## src/hw/rtl/cidc_pkg.sv

```systemverilog
// Shared widths, constants and the queue word type of the pairwise inverse
// distance block. Used by every module of the block; depends on nothing.
package cidc_pkg;

    localparam int COORD_W     = 25;
    localparam int DIFF_W      = COORD_W + 1;
    localparam int PROD_W      = 2 * COORD_W + 1;
    localparam int SUM_W       = PROD_W + 1;
    localparam int CUTOFF_W    = 20;
    localparam int CUT_SQ_W    = 2 * CUTOFF_W;
    localparam int OUT_W       = 26;
    localparam int QUO_W       = 2 * OUT_W;
    localparam int MILLI_SQ_W  = 20;
    localparam int APB_ADDR_W  = 3;
    localparam int APB_DATA_W  = 32;
    localparam int REG_IDX_W   = APB_ADDR_W - 2;
    localparam int QUEUE_DEPTH = 2;

    // Square of the milli-angstrom per angstrom scale.
    localparam logic [MILLI_SQ_W-1:0] MILLI_SQ     = MILLI_SQ_W'(1000000);
    localparam logic [CUTOFF_W-1:0]   CUTOFF_RESET = CUTOFF_W'(16000);
    localparam int                    INV_FRAC_BITS_DEF = 16;

    localparam logic [REG_IDX_W-1:0] REG_CUTOFF = REG_IDX_W'(0);

    // One classified pair handed from the front part to the back part.
    typedef struct packed {
        logic [CUT_SQ_W-1:0] dist_sq;
        logic                in_range;
        logic                no_contact;
        logic                last;
    } cidc_item_t;

endpackage

```

## src/hw/rtl/cidc_queue.sv

```systemverilog
// Short queue of classified words between the front and back parts.
// Depends on cidc_pkg for the word type.
module cidc_queue #(
    parameter int DEPTH = cidc_pkg::QUEUE_DEPTH
) (
    input  logic                 clk,
    input  logic                 rst_n,
    input  cidc_pkg::cidc_item_t in_item,
    input  logic                 in_valid,
    output logic                 in_ready,
    output cidc_pkg::cidc_item_t out_item,
    output logic                 out_valid,
    input  logic                 out_ready
);
    import cidc_pkg::*;

    localparam int PTR_W = (DEPTH > 2) ? $clog2(DEPTH) : 1;
    localparam int CNT_W = $clog2(DEPTH + 1);

    cidc_item_t         slot_reg [DEPTH];
    logic [PTR_W-1:0]   wr_ptr_reg, rd_ptr_reg;
    logic [CNT_W-1:0]   count_reg;
    logic               do_wr, do_rd;

    assign in_ready  = (count_reg != CNT_W'(DEPTH));
    assign out_valid = (count_reg != '0);
    assign out_item  = slot_reg[rd_ptr_reg];
    assign do_wr     = in_valid && in_ready;
    assign do_rd     = out_valid && out_ready;

    always_ff @(posedge clk or negedge rst_n)
    begin
        if (!rst_n)
        begin
            wr_ptr_reg <= '0;
            rd_ptr_reg <= '0;
            count_reg  <= '0;
        end
        else
        begin
            if (do_wr)
            begin
                wr_ptr_reg <= (wr_ptr_reg == PTR_W'(DEPTH - 1)) ? '0 : wr_ptr_reg + 1'b1;
            end
            if (do_rd)
            begin
                rd_ptr_reg <= (rd_ptr_reg == PTR_W'(DEPTH - 1)) ? '0 : rd_ptr_reg + 1'b1;
            end
            if (do_wr && !do_rd)
            begin
                count_reg <= count_reg + 1'b1;
            end
            else if (do_rd && !do_wr)
            begin
                count_reg <= count_reg - 1'b1;
            end
        end
    end

    always_ff @(posedge clk)
    begin
        if (do_wr)
        begin
            slot_reg[wr_ptr_reg] <= in_item;
        end
    end

endmodule

```

## config.mk

```make
export PLATFORM = sky130hd
export DESIGN_NAME = cidc_queue
export DESIGN_NICKNAME = d
export VERILOG_FILES = /design/src/hw/rtl/cidc_pkg.sv /design/src/hw/rtl/cidc_queue.sv
export SDC_FILE = /design/constraint.sdc
export NUM_CORES = 1
export LEC_CHECK = 0
export ABC_AREA = 1
export BUFFER_PORTS_ARGS = -buffer_cell sky130_fd_sc_hd__buf_2
export CAP_MARGIN = 20
export CORE_MARGIN = 3
export CORE_UTILIZATION = 47
export DETAILED_ROUTE_END_ITERATION = 8
export PLACE_DENSITY = 0.81
export SLEW_MARGIN = 20
export SYNTH_ARGS = -nofsm -noshare
export SYNTH_HDL_FRONTEND = slang
export SYNTH_SLANG_ARGS = --single-unit
```

## constraint.sdc

```tcl
create_clock -name clk -period 2.9 [get_ports clk]
set_clock_uncertainty 0.1 [all_clocks]
set_input_delay 0.58 -clock clk [delete_from_list [all_inputs] [get_ports clk]]
set_output_delay 0.58 -clock clk [all_outputs]
set_load 0.01 [all_outputs]
```

* Yosys cells after proc, flatten, opt, wreduce, memory -nomap -nowiden
Memories as Yosys holds them, arrays and structs flattened.
Index checks and enable logic that the tools add are counted.
** Word-level totals
- Bits in writable memories :: 86
- Bits in registers :: 4
- Output and inout port bits :: 45
- Memories kept :: 1
** Memory list
- slot_reg :: words 2, width 43, rd ports 1, clocked after memory_dff 0, wr ports 1, line cidc_queue.sv:20 : cidc_item_t slot_reg [DEPTH];
** Operators by class
- Reduce and logical (&&, ||, !) cells :: 8
- Multiplexer cells :: 6
- Equality and inequality tests :: 1
- Add/sub/neg operators :: 4
** Operators with widths (number)
- $logic_and A1 B1 Y1 :: 4
- $mux W1 :: 4
- $mux W2 :: 2
- $reduce_bool A2 Y1 :: 2
- $add A1 B1 Y1 const B :: 2
- $add A2 B1 Y2 const B :: 1
- $logic_not A1 Y1 :: 2
- $ne A2 B2 Y1 const B :: 1
- $sub A2 B1 Y2 const B :: 1

* Longest topological paths before layout
- Depth after elaboration :: 6
- Gate-level depth with buffers :: 10
- Mapped depth without buffers :: 10

* Least setup slack after synthesis
OpenSTA, ideal clock, no wires.
- Kind :: input -> register
- Start :: input in_valid
- End :: memory slot_reg[0][0] (netlist bit) (enable)
- Arrival time :: 2.464 ns
- Slack :: -0.107 ns
- Path buffers :: 0
- Stages on the path :: 2
- Data required time :: 2.357 ns
- Setup time :: 0.443 ns
- Cell sequence :: nand2_2 nor2_1
** On the way
- Word-level cells in the longest chain between the ends :: 3
** RTL lines
- start, declared :: line cidc_queue.sv:9 : input logic in_valid,
- $logic_and A1 B1 Y1 :: line cidc_queue.sv:28 : assign do_wr = in_valid && in_ready;
- $mux W1 :: line cidc_queue.sv:62 : if (do_wr)
- $mux W1 (implied by the code) :: line cidc_queue.sv:64 : slot_reg[wr_ptr_reg] <= in_item;
- end, declared :: line cidc_queue.sv:20
Every way passes these cells.

==> results.json <==
{
  "cp-start-kind": "flip-flop",
  "slew_headroom_pct": 67.0,
  "crit_top_cell": "nand2_1",
  "arrival_ps": 1630,
  "vias": 2036,
  "fmax_mhz": 433,
  "hold_path_class": "in -> reg",
  "fin_ws_ps": 592,
  "core-area_mm2": 0.00694,
  "synth_xor_area_share_pct": 0.512,
  "synthMuxAreaShare_pct": 0,
  "regToRegEndpoint": "slot_reg[0][38]",
  "holdPathStages": 1,
  "final_area_mm2": 0.00417,
  "path_clk_slew_ps": 90,
  "die_area_mm2": 0.00834,
  "synth_cells": 253,
  "worst_hold_slack_ps": 314,
  "cp_cell_sequence": "buf_4 -> nand2_1 -> nand2_1 -> buf_2",
  "tightestPinTransition_ps": 494,
  "hold_end": "slot_reg[0][36]",
  "synth_fa_ha_area_share_pct": 0.365,
  "ctsHoldBuffers": 1,
  "fill_cells": 546,
  "slew_viol_final": 0,
  "p_leak_nw": 1.80,
  "period_needed_ps": 2310,
  "path_delay_family": "flip-flops",
  "setup_violations": 0,
  "largest_register_ffs": 86,
  "hold_path.startpoint": "in_item[36]",
  "num_antenna_cells": 0,
  "grt_util_all_layers_pct": 15.3,
  "clk_path_buf_depth": 2,
  "powerDensity_mw_per_mm2": 981,
  "final_cell_mix": "nand2_1 (126), buf_2 (91), edfxtp_1 (86), nand2_2 (13), clkbuf_8 (9)",
  "finalHoldViolCount": 0,
  "critPathRequiredTime_ps": 2220,
  "die_x_um": 91.3,
  "critPathKind": "reg -> out",
  "synth_nets": 301,
  "initial_utilization_pct": 49.3,
  "drtIter0Drc": 67,
  "drc": 0,
  "synth-compound-area-share_pct": 0,
  "outcome": "completed",
  "ys_seq_area_share_pct": 78.4,
  "critical-path-max-stage-delay_ps": 580,
  "synth_top_family_by_area": "simple AND/OR/NAND/NOR gates",
  "synth_area_mm2": 0.00342,
  "ys_types": 16,
  "layout-drive-gt1-share_pct": 35.8,
  "grt_max_degree": 45,
  "period_share_pct": 79.6,
  "portBuffers": 91,
  "hpwl_um": 3960,
  "synthArstFlopShare_pct": 4.44,
  "io_pins": 92,
  "worstRegToRegCells": 5,
  "cts_sinks": 90,
  "synth-simple-area-share_pct": 16.9,
  "die-height_um": 91.3,
  "final_common_cell": "nand2_1",
  "syn_area_per_cell_um2": 13.5,
  "path_max_fanout": 30,
  "cts_tree": "built",
  "critPathBufInv": 2,
  "post-cts-setup-buffer-count": 0,
  "rows": 30,
  "grt_pass1_wl_um": 9670,
  "wl_per_cell_um": 13.4,
  "ant_nets": 0,
  "cts-root-buf": "clkbuf_8",
  "slowest_stage": "dfrtp_2",
  "nNetsFinal": 398,
  "wl_um": 6030,
  "cp-end-kind": "primary output",
  "place_congestion": 0.685,
  "numCtsBuffers": 9,
  "cts_resized": 0,
  "grt_pass1_vias": 2061,
  "irDropWorstVdd_v": 0.000485,
  "viasPerCell": 4.51,
  "r2r_start": "count_reg[0]",
  "cap_violations": 0,
  "synth_edf_count": 86,
  "area_delta_synth_final_pct": 21.7,
  "firstDrtPassIters": 4,
  "dpl_cell_area_mm2": 0.00396,
  "clk_latency_ps": 340,
  "r2r_slack_ps": 1160,
  "grt_overflow": 0,
  "rsz0062_at_grt": "no",
  "ys.flop_type": "edfxtp_1",
  "dpl_worst_slack_ps": 925,
  "h-tree-depth": 3,
  "yosysWarnings": 0,
  "synth_seq_cells": 90,
  "antenna_found_initial": 0
}
## worst max path at each step
stage | to | slack (ps) | cells after the start | start
2_1_floorplan | slot_reg[0][0] | -110 | 2 | in_valid
3_3_place_gp | out_item[5] | 960 | 4 | rd_ptr_reg
3_5_place_dp | out_item[5] | 920 | 4 | rd_ptr_reg
4_1_cts | out_item[5] | 540 | 4 | rd_ptr_reg
5_1_grt | out_item[5] | 400 | 4 | rd_ptr_reg
6_report | out_item[5] | 590 | 4 | rd_ptr_reg
## layout make-up
| class | count | area, µm² | area share [%] |
|---|---|---|---|
| clock buffers | 9 | 124 | 2.97 |
| clock inverters | 7 | 70.1 | 1.68 |
| inverters | 7 | 33.8 | 0.811 |
| multi-input cells | 147 | 623 | 15.0 |
| flip-flops and latches | 90 | 2680 | 64.4 |
| well taps | 96 | 120 | 2.88 |
| repair buffers | 95 | 513 | 12.3 |
## report_power, final
group / switching, mW / leakage, nW / internal [mW]
combinational: 0.887 / 0.860 / 0.482
sequential: 0.122 / 0.847 / 1.78
clock: 0.425 / 0.0889 / 0.395
## metal layers
metal  track usage (%)  wire length [µm]  up-vias
li1                  -                 -     1035
met1              18.0              2510      923
met2              25.8              3080       74
met3              4.89               407        4
met4              6.66                41        0
met5                 0                 0        -
## per-stage QoR
stage                     cells  util, %  power [mW]  setup TNS [ps]
after floorplan             253        -        2.85           -9210
after detailed placement    434     57.1        3.33               0
after global routing        451     60.0        4.37               0
after global placement      434     57.1        3.28               0
after CTS                   451     60.0        4.14               0
final                       451     60.0        4.09               0
## synth_stat cells (2+ instances only)
cell      instances  area share (%)
buf_4             3            0.66
buf_6             5             1.6
dfrtp_1           4             2.9
edfxtp_1         86              75
inv_1             5            0.55
nand2_1         126              14
nand2_2          13             2.4
nand3_1           2            0.29
nor2_1            2            0.22
## kinds of logic (layout without fill, tap and decap cells)
logic type | Yosys count | count (layout)
AND/OR/NAND/NOR | 144 | 144
XOR/XNOR | 2 | 2
buffers and inverters | 16 | 118
adder cells (fa/ha/maj) | 1 | 1
flip-flops | 90 | 90
## worst register-to-register path: stages (launching register included)
cell and delay (ps):
dfrtp_1 400, inv_2 70, nand2_2 70, nand2_2 120, nor2_4 420, buf_12 270
No activity file was read; power rests on OpenSTA's default activity.
